===== config.mk =====
export PLATFORM = sky130hd
export DESIGN_NAME = stretch_sensor_frame_parser_core
export DESIGN_NICKNAME = d
export VERILOG_FILES = /design/src/hw/rtl/ssfp_pkg.sv /design/src/hw/rtl/stretch_sensor_frame_parser_core.sv /design/src/hw/rtl/ssfp_decode.sv
export VERILOG_INCLUDE_DIRS = /design/src /design/src/hw/rtl
export SDC_FILE = /design/constraint.sdc
export NUM_CORES = 1
export LEC_CHECK = 0
export BUFFER_PORTS_ARGS = -buffer_cell sky130_fd_sc_hd__buf_4
export CORE_MARGIN = 2
export CORE_UTILIZATION = 50
export CTS_CLUSTER_SIZE = 40
export DETAILED_ROUTE_END_ITERATION = 16
export GPL_TIMING_DRIVEN = 0
export PLACE_DENSITY = 0.76
export SLEW_MARGIN = 20
export SYNTH_ARGS = -nofsm -noshare
export SYNTH_HDL_FRONTEND = slang
export SYNTH_SLANG_ARGS = --single-unit

===== constraint.sdc =====
create_clock -name i_clk -period 7.3 [get_ports i_clk]
set_input_delay 0.365 -clock i_clk [delete_from_list [all_inputs] [get_ports i_clk]]
set_output_delay 0.365 -clock i_clk [all_outputs]
set_load 0.005 [all_outputs]

===== src/hw/rtl/stretch_sensor_frame_parser_core_assert.svh =====
// Assertion macros used by the frame parser core.
`ifndef STRETCH_SENSOR_FRAME_PARSER_CORE_ASSERT_SVH
`define STRETCH_SENSOR_FRAME_PARSER_CORE_ASSERT_SVH

// Same-cycle implication, disabled while reset is asserted.
`define SSFP_ASSERT_IMP(lbl, clk, rst_n, ante, cons, msg) \
    lbl: assert property (@(posedge clk) disable iff (!(rst_n)) (ante) |-> (cons)) \
        else $error(msg);

// Next-cycle implication, disabled while reset is asserted.
`define SSFP_ASSERT_NXT(lbl, clk, rst_n, ante, cons, msg) \
    lbl: assert property (@(posedge clk) disable iff (!(rst_n)) (ante) |=> (cons)) \
        else $error(msg);

`endif


===== src/hw/rtl/ssfp_pkg.sv =====
// Types, constants and helper functions of the sensor frame parser.
package ssfp_pkg;

    localparam int STORE_DEPTH = 14;
    localparam int COUNT_W     = 4;

    localparam logic [COUNT_W-1:0] COUNT_MAX     = 4'd15;
    localparam logic [COUNT_W-1:0] LEN_BINARY    = 4'd6;
    localparam logic [COUNT_W-1:0] LEN_ASCII_CAL = 4'd14;
    localparam logic [COUNT_W-1:0] LEN_ASCII_RAW = 4'd12;
    localparam logic [COUNT_W-1:0] LEN_MEAS_ERR  = 4'd9;

    localparam int          EAP_LEN  = 9;
    localparam logic [71:0] EAP_TEXT = "EAP error";

    localparam logic [15:0] STRETCH_FAIL = 16'h8000;

    localparam logic [7:0] CH_PERCENT = 8'h25;
    localparam logic [7:0] CH_COMMA   = 8'h2C;
    localparam logic [7:0] CH_KELVIN  = 8'h4B;
    localparam logic [7:0] CH_ZERO    = 8'h30;
    localparam logic [7:0] CH_NINE    = 8'h39;

    localparam logic [1:0] ST_SUCCESS   = 2'd0;
    localparam logic [1:0] ST_PARSE_ERR = 2'd1;
    localparam logic [1:0] ST_CSUM_ERR  = 2'd2;
    localparam logic [1:0] ST_MEAS_FAIL = 2'd3;

    localparam logic [1:0] KIND_BIN_CAL   = 2'd0;
    localparam logic [1:0] KIND_ASCII_CAL = 2'd1;
    localparam logic [1:0] KIND_ASCII_RAW = 2'd2;

    typedef logic [STORE_DEPTH-1:0][7:0] t_frame;

    typedef struct packed {
        logic [7:0] rx_byte;
        logic       end_of_message;
    } t_in_item;

    typedef struct packed {
        logic [1:0]  status;
        logic [1:0]  reading_kind;
        logic [16:0] stretch_hundredths;
        logic [15:0] temperature_tenths;
        logic [15:0] raw_reading;
        logic [7:0]  flag_byte;
    } t_out_item;

    // A byte outside '0'..'9' reads as digit zero.
    function automatic logic [3:0] digit_of(input logic [7:0] b);
        logic [3:0] d;
        d = 4'd0;
        if (b >= CH_ZERO && b <= CH_NINE) begin
            d = b[3:0];
        end
        return d;
    endfunction

    // Five decimal digits weighted 10000 down to 1.
    function automatic logic [16:0] five_digits(input logic [3:0] d4, input logic [3:0] d3,
                                                input logic [3:0] d2, input logic [3:0] d1,
                                                input logic [3:0] d0);
        return (17'(d4) * 17'd10000) + (17'(d3) * 17'd1000) + (17'(d2) * 17'd100)
               + (17'(d1) * 17'd10) + 17'(d0);
    endfunction

endpackage


===== src/hw/rtl/stretch_sensor_frame_parser_core.sv =====
// Top level of the sensor frame parser: byte store, length count and result register.
//
//  channel | direction | handshake                  | payload
//  --------+-----------+----------------------------+-----------------------------------
//  in      | input     | i_in_valid / o_in_ready    | i_in_data  (rx_byte, end_of_message)
//  out     | output    | o_out_valid / i_out_ready  | o_out_data (status ... flag_byte)
//
// Every byte is first held in the input register and is stored when it advances from there.
// A byte flagged as last is decoded in that same cycle into the result register,
// so a result is registered as its last byte leaves the input register.
// A byte can be accepted in every cycle; only a last byte waits for a held result.
// Reset clears the count and valid flags; stored bytes are not cleared.
module stretch_sensor_frame_parser_core (
    input  logic                i_clk,
    input  logic                i_rst_n,
    input  logic                i_in_valid,
    output logic                o_in_ready,
    input  ssfp_pkg::t_in_item  i_in_data,
    output logic                o_out_valid,
    input  logic                i_out_ready,
    output ssfp_pkg::t_out_item o_out_data
);
    import ssfp_pkg::*;

`include "stretch_sensor_frame_parser_core_assert.svh"

    logic               r_in_valid;
    t_in_item           r_in;
    logic [COUNT_W-1:0] r_count;
    logic [7:0]         r_store [STORE_DEPTH];
    logic               r_out_valid;
    t_out_item          r_out;

    logic               w_adv;
    logic               w_decode;
    logic [COUNT_W-1:0] n_count;
    logic [COUNT_W-1:0] w_len;
    t_frame             w_frame;
    t_out_item          w_result;

    // A last byte needs the result register free (or emptying this cycle).
    assign w_adv      = r_in_valid && (!r_in.end_of_message || !r_out_valid || i_out_ready);
    assign w_decode   = w_adv && r_in.end_of_message;
    assign o_in_ready = !r_in_valid || w_adv;

    assign w_len = (r_count == COUNT_MAX) ? r_count : r_count + 4'd1;

    always_comb begin
        for (int i = 0; i < STORE_DEPTH; i++) begin
            w_frame[i] = (r_count == COUNT_W'(i)) ? r_in.rx_byte : r_store[i];
        end
    end

    always_comb begin
        n_count = r_count;
        if (w_adv) begin
            if (r_in.end_of_message) begin
                n_count = '0;
            end else if (r_count != COUNT_MAX) begin
                n_count = r_count + 4'd1;
            end
        end
    end

    ssfp_decode u_decode (
        .i_frame  (w_frame),
        .i_len    (w_len),
        .o_result (w_result)
    );

    always_ff @(posedge i_clk) begin
        if (!i_rst_n) begin
            r_in_valid  <= 1'b0;
            r_count     <= '0;
            r_out_valid <= 1'b0;
        end else begin
            r_count <= n_count;
            if (o_in_ready) begin
                r_in_valid <= i_in_valid;
            end
            if (w_decode) begin
                r_out_valid <= 1'b1;
            end else if (i_out_ready) begin
                r_out_valid <= 1'b0;
            end
        end
    end

    always_ff @(posedge i_clk) begin
        if (o_in_ready && i_in_valid) begin
            r_in <= i_in_data;
        end
        if (w_adv && r_count < COUNT_W'(STORE_DEPTH)) begin
            r_store[r_count] <= r_in.rx_byte;
        end
        if (w_decode) begin
            r_out <= w_result;
        end
    end

    assign o_out_valid = r_out_valid;
    assign o_out_data  = r_out;

    `SSFP_ASSERT_IMP(a_result_from_last, i_clk, i_rst_n, $rose(r_out_valid), $past(w_decode), "result appeared without a decoded last byte")
    `SSFP_ASSERT_NXT(a_count_cleared, i_clk, i_rst_n, w_decode, r_count == '0, "byte count not cleared after decode")
    `SSFP_ASSERT_IMP(a_error_fields_zero, i_clk, i_rst_n, r_out_valid && r_out.status != ST_SUCCESS, r_out.reading_kind == KIND_BIN_CAL && r_out.flag_byte == '0 && r_out.raw_reading == '0, "error result carries nonzero fields")
    `SSFP_ASSERT_NXT(a_no_overwrite, i_clk, i_rst_n, r_out_valid && !i_out_ready, r_out_valid && $stable(r_out), "held result was overwritten")

endmodule


===== src/hw/rtl/ssfp_decode.sv =====
// End-of-message classifier and value decoder for a complete sensor frame.
module ssfp_decode (
    input  ssfp_pkg::t_frame    i_frame,
    input  logic [3:0]          i_len,
    output ssfp_pkg::t_out_item o_result
);
    import ssfp_pkg::*;

    logic        w_eap_match;
    logic [7:0]  w_csum;
    logic [15:0] w_bin_str;
    logic [15:0] w_bin_temp;
    logic [16:0] w_cal_str;
    logic [16:0] w_raw_cnt;
    logic [16:0] w_cal_temp;
    logic [16:0] w_raw_temp;
    logic        w_cal_sep;
    logic        w_raw_sep;

    always_comb begin
        w_eap_match = 1'b1;
        for (int i = 0; i < EAP_LEN; i++) begin
            if (i_frame[i] != EAP_TEXT[(EAP_LEN-1-i)*8 +: 8]) begin
                w_eap_match = 1'b0;
            end
        end
    end

    assign w_csum     = i_frame[0] + i_frame[1] + i_frame[2] + i_frame[3] + i_frame[4];
    assign w_bin_temp = {i_frame[0], i_frame[1]};
    assign w_bin_str  = {i_frame[2], i_frame[3]};

    assign w_cal_sep = (i_frame[6] == CH_PERCENT) && (i_frame[7] == CH_COMMA)
                       && (i_frame[13] == CH_KELVIN);
    assign w_raw_sep = (i_frame[5] == CH_COMMA) && (i_frame[11] == CH_KELVIN);

    assign w_cal_str = five_digits(digit_of(i_frame[0]), digit_of(i_frame[1]),
                                   digit_of(i_frame[2]), digit_of(i_frame[4]),
                                   digit_of(i_frame[5]));
    assign w_raw_cnt = five_digits(digit_of(i_frame[0]), digit_of(i_frame[1]),
                                   digit_of(i_frame[2]), digit_of(i_frame[3]),
                                   digit_of(i_frame[4]));

    // Temperature "DDD.D": the ten-thousands digit is passed as zero to the five-digit helper.
    assign w_cal_temp = five_digits(4'd0, digit_of(i_frame[8]), digit_of(i_frame[9]),
                                    digit_of(i_frame[10]), digit_of(i_frame[12]));
    assign w_raw_temp = five_digits(4'd0, digit_of(i_frame[6]), digit_of(i_frame[7]),
                                    digit_of(i_frame[8]), digit_of(i_frame[10]));

    always_comb begin
        o_result = '0;
        priority if (i_len == LEN_MEAS_ERR && w_eap_match) begin
            o_result.status = ST_MEAS_FAIL;
        end else if (i_len == LEN_BINARY) begin
            priority if (w_csum != i_frame[5]) begin
                o_result.status = ST_CSUM_ERR;
            end else if (w_bin_str == STRETCH_FAIL) begin
                o_result.status = ST_MEAS_FAIL;
            end else begin
                o_result.status             = ST_SUCCESS;
                o_result.reading_kind       = KIND_BIN_CAL;
                o_result.stretch_hundredths = 17'(w_bin_str);
                o_result.temperature_tenths = w_bin_temp;
                o_result.flag_byte          = i_frame[4];
            end
        end else if (i_len == LEN_ASCII_CAL && w_cal_sep) begin
            o_result.status             = ST_SUCCESS;
            o_result.reading_kind       = KIND_ASCII_CAL;
            o_result.stretch_hundredths = w_cal_str;
            o_result.temperature_tenths = w_cal_temp[15:0];
        end else if (i_len == LEN_ASCII_RAW && w_raw_sep) begin
            o_result.status             = ST_SUCCESS;
            o_result.reading_kind       = KIND_ASCII_RAW;
            o_result.temperature_tenths = w_raw_temp[15:0];
            o_result.raw_reading        = w_raw_cnt[15:0];
        end else begin
            o_result.status = ST_PARSE_ERR;
        end
    end

endmodule


==> Word-level counts from Yosys, hierarchy flattened <==
Memory sizes are Yosys's and may differ from the RTL's.
Index checks and enable logic that the tools add are counted.
{ "totals": {"ff_bits": 76, "mem_bits_rw": 112, "input_bits": 13, "memories": 1} }
{ "op_classes": {"add_sub_neg": 17, "n_mul": 11, "order_cmp": 25, "eq_ne": 35, "mux": 53, "bitwise": 2, "n_reduce_logical": 34} }
{ "memory_table": {"columns": ["memory", "depth", "word_bits", "read_ports", "rd_ports_with_merged_regs", "wr", "line_no", "text"], "rows": [
  ["r_store", 14, 8, 14, 0, 1, "stretch_sensor_frame_parser_core.sv:30", "logic [7:0] r_store [STORE_DEPTH];"]
]} }
{ "op_table": {"columns": ["cell", "count"], "rows": [
  ["2-to-1 mux 8 bit", 14],
  [">= comparator 8 x 6 -> 1 bit, second input constant", 12],
  ["less-or-equal comparator 8 x 6 -> 1 bit, second input constant", 12],
  ["2-to-1 mux 32 bit", 2],
  ["inequality test 8 x 7 -> 1 bit, second input constant", 8],
  ["2-to-1 mux 4 bit", 15],
  ["adder 16 x 4 -> 16 bit", 3],
  ["adder 16 x 8 -> 16 bit", 3],
  ["== test 4 bit, second input constant", 10],
  ["2-to-1 mux 37 bit", 1],
  ["2-to-1 mux 35 bit", 1],
  ["multiplier 4 x 7 -> 11 bit, second input constant", 3],
  ["adder 8 bit", 4],
  ["adder 14 x 11 -> 15 bit", 2],
  ["multiplier 4 x 3 -> 7 bit, second input constant", 4],
  ["multiplier 4 x 5 -> 9 bit, second input constant", 3],
  ["== test 8 x 6 -> 1 bit, second input constant", 3],
  ["logical AND 1 bit", 22],
  ["== test 4 x 3 -> 1 bit, second input constant", 5],
  ["adder 17 x 11 -> 17 bit", 1],
  ["adder 17 x 14 -> 17 bit", 1],
  ["adder 17 x 4 -> 17 bit", 1],
  ["adder 17 x 8 -> 17 bit", 1],
  ["2-to-1 mux 17 bit", 1],
  ["other kinds (21)", 45]
]} }

==> Depth between registers and ports, before layout <==
Gate-level depths: netlist (run 1).
{ "depth": {"word_depth": 14, "depth_mapped": 33, "mapped_depth_nobuf": 31} }

==> Cells and area by module <==
Synthesis (run 1) repeated with hierarchy kept, for this count alone.
{ "hier_totals": {"hier_cells": 1419, "area_unflattened_um2": 15875.2} }
{ "by_module_without_submodules": {"columns": ["mod", "instances", "cells_each", "area_each_um2", "seq_area_each_um2"], "rows": [
  ["ssfp_decode", 1, 1029, 8496.9, 0.0],
  ["stretch_sensor_frame_parser_core", 1, 390, 7378.3, 5585.4]
]} }

==> Worst setup path after synthesis (run 1) <==
No wires, ideal clock.
{ "synth_path": {"kind": "register -> register", "startpoint": "register r_count[0]", "endpoint": "register r_out, in the netlist o_out_data[55], data pin", "arrival_time_ns": 6.997, "t_required_ns": 7.026, "path_slack_ns": 0.029, "stages_incl_launch_ff": 26, "path_buffers": 1, "synth_period_minus_slack_ns": 7.271, "cell_sequence": "dfxtp_1 -> ha_1 -> nor3b_2 -> buf_6 -> mux2i_1 -> a21oi_1 -> or4_1 -> nor2_1 -> inv_1 -> fa_1 -> inv_1 -> fa_1 -> inv_1 -> ha_1 -> a21o_1 -> a21oi_1 -> xnor2_1 -> fa_1 -> inv_1 -> ha_1 -> a2111oi_0 -> nor2_1 -> xnor2_1 -> nor3b_1 -> and4_1 -> o32ai_1"} }
{ "synth_between": {"elab_chain_len": 13, "word_cells_on_any_way": 89, "cone_classes": "9 x add/sub; 4 x mul; 10 x order compare; 27 x eq/ne; 29 x mux; 10 x reduce/logical"} }
{ "synth_rtl": {"columns": ["item", "line_no", "text"], "rows": [
  ["start: declaration", "stretch_sensor_frame_parser_core.sv:29", "logic [COUNT_W-1:0] r_count;"],
  ["start signal: assignment", "stretch_sensor_frame_parser_core.sv:77", "r_count <= n_count;"],
  ["parallel branches: the longest is 13 deep, another holds adder 17 x 14 -> 17 bit", null, null],
  ["end signal: assignment", "stretch_sensor_frame_parser_core.sv:97", "r_out <= w_result;"],
  ["end: declaration", "stretch_sensor_frame_parser_core.sv:32", "t_out_item r_out;"]
]} }
Several ways; the timed one is not identified.
A chain may end at the register's enable or synchronous reset.

==> Worst setup path in the final report (run 1) <==
{ "layout_path": {"startpoint": "register r_in[8] in the netlist's numbering", "endpoint": "register r_out, in the netlist o_out_data[36], data pin"} }
{ "layout_between": {"elab_chain_len": 12, "word_cells_on_any_way": 90, "cone_classes": "10 x add/sub; 6 x mul; 12 x order compare; 16 x eq/ne; 34 x mux; 12 x reduce/logical"} }
{ "layout_rtl": {"columns": ["item", "line_no", "text"], "rows": [
  ["start: declaration", "stretch_sensor_frame_parser_core.sv:28", "t_in_item r_in;"],
  ["start signal: assignment", "stretch_sensor_frame_parser_core.sv:91", "r_in <= i_in_data;"],
  ["parallel branches: the longest is 12 deep, another holds adder 16 x 8 -> 16 bit", null, null]
]} }
Several ways; the timed one is not identified.

==> run summary, run 1 <==
Die Y: 183 µm
largest net degree at the start of global routing: 32
RSZ-0062 raised after global routing: true
count of input and output buffers: 75
vias in the first global route: 12200
cell at the root of the clock tree: clkbuf_16
drt wl/cell: 20.5 µm
Final Cell Area: 0.0181 mm²
max incr delay on CP: 0.69 ns
Seq/Total Area, Yosys: 0.350
final hold viol count: 0
initial antenna violation count: 0
Power Total: 2.39 mW
WP buf/inv: 2
Cell Rows: 65
Synth Instances: 1522
Antenna Violating Nets Remaining: 0
#FFs+latches synth: 188
die width: 183 µm
Via-to-Cell Ratio: 6.03
Hold WC Path Type: in2reg
top post-synthesis cells by area: edfxtp_1, ha_1, fa_1, xnor2_1, mux2i_1
Synth top area share: 0.343
Syn Std Cell Area: 0.0159 mm²
Post-synth ARST share: 0
Post-synth EDFFs: 182
Detailed Routing Iterations Pass 1: 6
Mapped Nets: 1801
Area Overhead vs Synth: 13.7%
prevailing post-synth register cell: edfxtp_1
GR Overflow Total: 0
most common cell in the netlist: ha_1
Placed Area: 0.0171 mm²
H-tree depth: 4
n_diodes: 0
sw frac: 0.250
Final nets: 1923
fmax: 0.142 GHz
Slew Viols, Final: 0
cells along the critical path: buf_2, buf_2, or2_1, or4_1, nand2_1, ha_1, fa_1, fa_1, ha_4, o21a_1, o31a_1, a21oi_1, ha_1, ha_1, or2_2, o311a_1, o211a_1, o211a_1, a311oi_2, xnor2_1, nor2_1, o22a_1
Setup WS pre-CTS: -1.26 ns
sequential share of power: 0.505
Post-synth top cells: ha_1, edfxtp_1, inv_1
CTS max path bufs: 2
synthesized area per cell: 10.5 µm²
Final Util: 0.576
P_int: 1.80 mW
min Tclk post-route: 7.05 ns
setup violators final: 0
Yosys warnings: 0
outcome: complete, no violations
Crit path required time: 7.48 ns
All-Layer GR Usage: 0.256
total wire length: 42200 µm
hold buffer count at cts: 0
routed vias: 12400
slowest CP cell: edfxtp_1
Initial Utilization: 0.506
Final period util: 0.965
Pleak: 8.21 nW
Clock Sinks: 188
core area: 0.0315 mm²
Worst VDD drop: 0.171 mV
CP Class: reg2reg
P per Cell Area: 132 mW/mm²
Clock power frac: 0.373
first-pass GRT wire length: 65800 µm
Clk Latency, worst-skew pair: 0.45 ns
share of layout cells above drive strength 1: 0.140
dpl hpwl: 31700 µm
maxcap violations: 0
largest area contributor in the netlist: edfxtp_1
CP endpoint kind: register
IO Count: 76
Unique masters post-synth: 80
sw power: 598 µW
CTS buffer count: 17
Slew @ Worst Pin: 1.03 ns
Comb pwr share: 0.123
CTS clk-pin slew, worst paths: 0.07 ns
DRT iter0 DRCs: 1464
Slew HR: 0.296
DRC viols: 0
CP arrival: 7.23 ns
routability cong.: 0.946
CTS tree: done
Startpoint Class: register
CP dominant cell by count: ha_1
Max FO, Critical Path: 15
die area: 0.0333 mm²
CP top delay family: adder cells
fin worst setup slack: 0.253 ns
final setup skew: 0.0124 ns
==> kinds of logic (layout without fill, tap and decap cells) <==
logic type | count (synthesis) | in the layout | synth area share
DFF | 188 | 188 | 0.350
buffers and inverters | 200 | 334 | 0.0502
xor gates and xnor gates | 109 | 109 | 0.0626
adders and majority gates | 266 | 266 | 0.242
AOI/OAI and AO/OA | 273 | 273 | 0.111
muxes | 75 | 75 | 0.0488
and+or+nand+nor | 411 | 411 | 0.135
==> routing by layer <==
metal | vias to the layer above | track usage | wire [µm]
met5 | - | 0 | 0
met3 | 102 | 0.0593 | 3920
met4 | 0 | 0.0926 | 1450
li1 | 5709 | - | -
met2 | 639 | 0.403 | 19100
met1 | 5964 | 0.346 | 17700
==> final timing paths <==
kind	cells after the start	end	start	slack, ns
max	22	o_out_data[36]	r_in[8]	0.25
max reg2reg	22	o_out_data[36]	r_in[8]	0.25
min	1	r_in[8]	i_in_data[8]	0.1
min reg2reg	2	r_count[0]	r_count[0]	0.61
==> power by group through the flow <==
stage / registers (mW) / logic [mW] / clock network (mW)
2_1_floorplan: 1.23 / 0.189 / 0
3_3_place_gp: 1.24 / 0.251 / 0
3_5_place_dp: 1.24 / 0.261 / 0
4_1_cts: 1.21 / 0.280 / 0.896
5_1_grt: 1.21 / 0.319 / 0.937
6_report: 1.21 / 0.294 / 0.892
==> final cells by class <==
cell class / count / area (µm²)
buffer: 39 / 203
inverter: 158 / 593
multi-input combinational: 1134 / 9850
clock buffer: 19 / 433
timing repair buffer: 106 / 830
clock inverter: 12 / 111
tap: 402 / 503
fill: 2567 / 13400
sequential: 188 / 5590
==> worst register-to-register path: stages, from the launching register on <==
cell and delay (ns):
edfxtp_1 0.69, buf_2 0.30, buf_2 0.22, or2_1 0.28, or4_1 0.60, nand2_1 0.22, ha_1 0.29, fa_1 0.52
fa_1 0.54, ha_4 0.32, o21a_1 0.12, o31a_1 0.19, a21oi_1 0.08, ha_1 0.31, ha_1 0.33, or2_2 0.33
o311a_1 0.13, o211a_1 0.25, o211a_1 0.15, a311oi_2 0.32, xnor2_1 0.26, nor2_1 0.09, o22a_1 0.25
==> registers in the layout (all words and copies together) (netlist names) <==
signal and count:
r_in 9, r_count 4, r_in_valid 1, o_out_valid 1, o_out_data 61, r_store 112
==> placed cells by master, fill, tap and decap left out, types with 56 or more instances in the layout <==
| master | instances |
|---|---|
| ha_1 | 191 |
| buf_4 | 106 |
| nor2_1 | 126 |
| xnor2_1 | 74 |
| fa_1 | 70 |
| a21oi_1 | 68 |
| nand2_1 | 62 |
| mux2i_1 | 56 |
| edfxtp_1 | 182 |
| inv_1 | 154 |
==> timing repair <==
item	CTS	global route
cloned	1	0
setup buffers	13	15
pin swaps	3	12
hold endpoints to repair	0	0
setup endpoints to repair	19	18
resized for setup	33	39
==> through the flow <==
stage               std cells  setup TNS (ns)  hold slack (ns)
finish                   2058               0           0.0954
global route             2058          -0.235           0.0857
CTS                      2046               0           0.0876
detailed placement       2001          -11.93            0.544
global placement         1999           -9.42            0.543
floorplan                1522               0            0.464
(Power assumes the default switching activity.)
==> run 2, diff against run 1 <==
Settings changed: CORE_ASPECT_RATIO set to 1.75.
==> run summary, run 2 (same netlist as run 1, synthesis figures left out) <==
setup violators final: 0 (unchanged)
H-tree depth: 4 (unchanged)
P_int: 1.80 mW (about the same)
max incr delay on CP: 0.60 ns (was 0.69 ns)
All-Layer GR Usage: 0.269 (was 0.256)
Detailed Routing Iterations Pass 1: 5 (was 6)
hold_ws: 0.0674 ns (was 0.0954 ns)
Biggest register: r_store (unchanged)
Comb pwr share: 0.126 (was 0.123)
DRC viols: 0 (unchanged)
commonest non-fill, non-tap cell in the layout: ha_1 (unchanged)
Power Total: 2.51 mW (was 2.39 mW)
drt wl/cell: 22.2 µm (was 20.5 µm)
Crit path required time: 7.48 ns (about the same)
CTS tree: done (unchanged)
largest net degree at the start of global routing: 26 (was 32)
CP top delay family: adder cells (unchanged)
TNS Setup: 0 ns (unchanged)
Die Y: 240 µm (was 183 µm)
initial antenna violation count: 0 (unchanged)
count of input and output buffers: 75 (unchanged)
total wire length: 45600 µm (was 42200 µm)
vias in the first global route: 12700 (was 12200)
first-pass GRT wire length: 68000 µm (was 65800 µm)
sequential share of power: 0.480 (was 0.505)
DRT iter0 DRCs: 794 (was 1464)
Cell Rows: 86 (was 65)
die width: 139 µm (was 183 µm)
Final Util: 0.580 (was 0.576)
Final Cell Area: 0.0182 mm² (was 0.0181 mm²)
GR Overflow Total: 0 (unchanged)
Clock Sinks: 188 (unchanged)
Final period util: 0.971 (was 0.965)
CP arrival: 7.27 ns (was 7.23 ns)
final hold viol count: 0 (unchanged)
IO Count: 76 (unchanged)
routed vias: 12500 (was 12400)
final setup skew: 0.0128 ns (was 0.0124 ns)
core area: 0.0314 mm² (was 0.0315 mm²)
Max FO, Critical Path: 7 (was 15)
Clock power frac: 0.394 (was 0.373)
Pleak: 8.26 nW (was 8.21 nW)
min Tclk post-route: 7.09 ns (was 7.05 ns)
P per Cell Area: 138 mW/mm² (was 132 mW/mm²)
area of the multi-input gates: 0.00983 mm² (was 0.00985 mm²)
number of flip-flops in the largest register: 112 (unchanged)
WP buf/inv: 6 (was 2)
Initial Utilization: 0.507 (was 0.506)
Worst VDD drop: 0.231 mV (was 0.171 mV)
sw frac: 0.280 (was 0.250)
Slew HR: 0.256 (was 0.296)
Hold WC Path Type: in2reg (unchanged)
Final nets: 1927 (was 1923)
Via-to-Cell Ratio: 6.06 (was 6.03)
routability cong.: 0.950 (was 0.946)
CTS buffer count: 17 (unchanged)
Slew Viols, Final: 0 (unchanged)
Startpoint Class: register (unchanged)
maxcap violations: 0 (unchanged)
Reg area: 0.00559 mm² (about the same)
fmax: 0.141 GHz (was 0.142 GHz)
CP endpoint kind: register (unchanged)
CTS max path bufs: 2 (unchanged)
slowest CP cell: fa_2 (was edfxtp_1)
fill count: 2553 (was 2567)
cell at the root of the clock tree: clkbuf_16 (unchanged)
Antenna Violating Nets Remaining: 0 (unchanged)
outcome: complete, no violations (unchanged)
CP Class: reg2reg (unchanged)
dpl hpwl: 34900 µm (was 31700 µm)
n_diodes: 0 (unchanged)
Placed Area: 0.0171 mm² (about the same)
commonest non-fill, non-tap cells in the layout: ha_1, edfxtp_1, inv_1 (unchanged)
Area Overhead vs Synth: 14.3% (was 13.7%)
die area: 0.0334 mm² (was 0.0333 mm²)
Clk Latency, worst-skew pair: 0.47 ns (was 0.45 ns)
share of layout cells above drive strength 1: 0.146 (was 0.140)
CTS clk-pin slew, worst paths: 0.08 ns (was 0.07 ns)
Slew @ Worst Pin: 1.11 ns (was 1.03 ns)
sw power: 702 µW (was 598 µW)
run 2: changes by cell type in the layout (fill, tap and decap cells not counted), sizes merged:
| cell | delta |
|---|---|
| bufinv | -1 |
| clkinv | +1 |
| inv | +3 |
| buf | +2 |
run 2: worst paths after layout:
path	cells past startpoint	from	endpoint	slack, ns
hold reg to reg	2	r_count[1]	r_count[1]	0.63
setup reg to reg	25	r_count[1]	o_out_data[55]	0.21
setup / recovery	25	r_count[1]	o_out_data[55]	0.21
hold / removal	1	i_in_data[1]	r_in[1]	0.07
run 2: layer usage:
| layer | routed length (µm) | vias up | global-route usage | share of wire |
|---|---|---|---|---|
| met2 | 24600 | 515 | 0.518 | 0.54 |
| met1 | 14600 | 6020 | 0.245 | 0.32 |
| met3 | 2010 | 217 | 0.0360 | 0.044 |
| li1 | - | 5723 | - | - |
| met4 | 4320 | 0 | 0.224 | 0.095 |
| met5 | 0 | - | 0 | 0 |
run 2: metrics by stage:
step | setup WS, ns | instances
2_1_floorplan | 0.0290 | 1522
3_3_place_gp | -1.20 | 1993
3_5_place_dp | -1.34 | 1996
4_1_cts | 0.00391 | 2039
5_1_grt | -0.0291 | 2057
6_report | 0.208 | 2057
run 2: power groups by stage:
stage	Clock [mW]	Sequential (mW)	Combinational, mW
after detailed placement	0	1.24	0.277
after global routing	1.02	1.21	0.337
final	0.988	1.20	0.315
after floorplan	0	1.23	0.189
after global placement	0	1.24	0.263
after CTS	0.991	1.21	0.296
run 2: layout make-up:
type                            count  share of cell area
Inverter                          158              0.0330
Timing Repair Buffer              109              0.0471
Clock buffer                       17              0.0233
Buffer                             40              0.0117
Sequential cell                   188               0.307
Multi-Input combinational cell   1134               0.539
Tap cell                          396              0.0272
Clock inverter                     15              0.0113
run 2: repair_timing:
item | CTS | global route
endpoints found under the setup margin | 22 | 17
pin swaps | 3 | 13
buffers inserted | 10 | 21
gates resized for setup | 38 | 38
hold buffers | 0 | 0
gates cloned | 1 | 0
endpoints found under the hold margin | 0 | 0
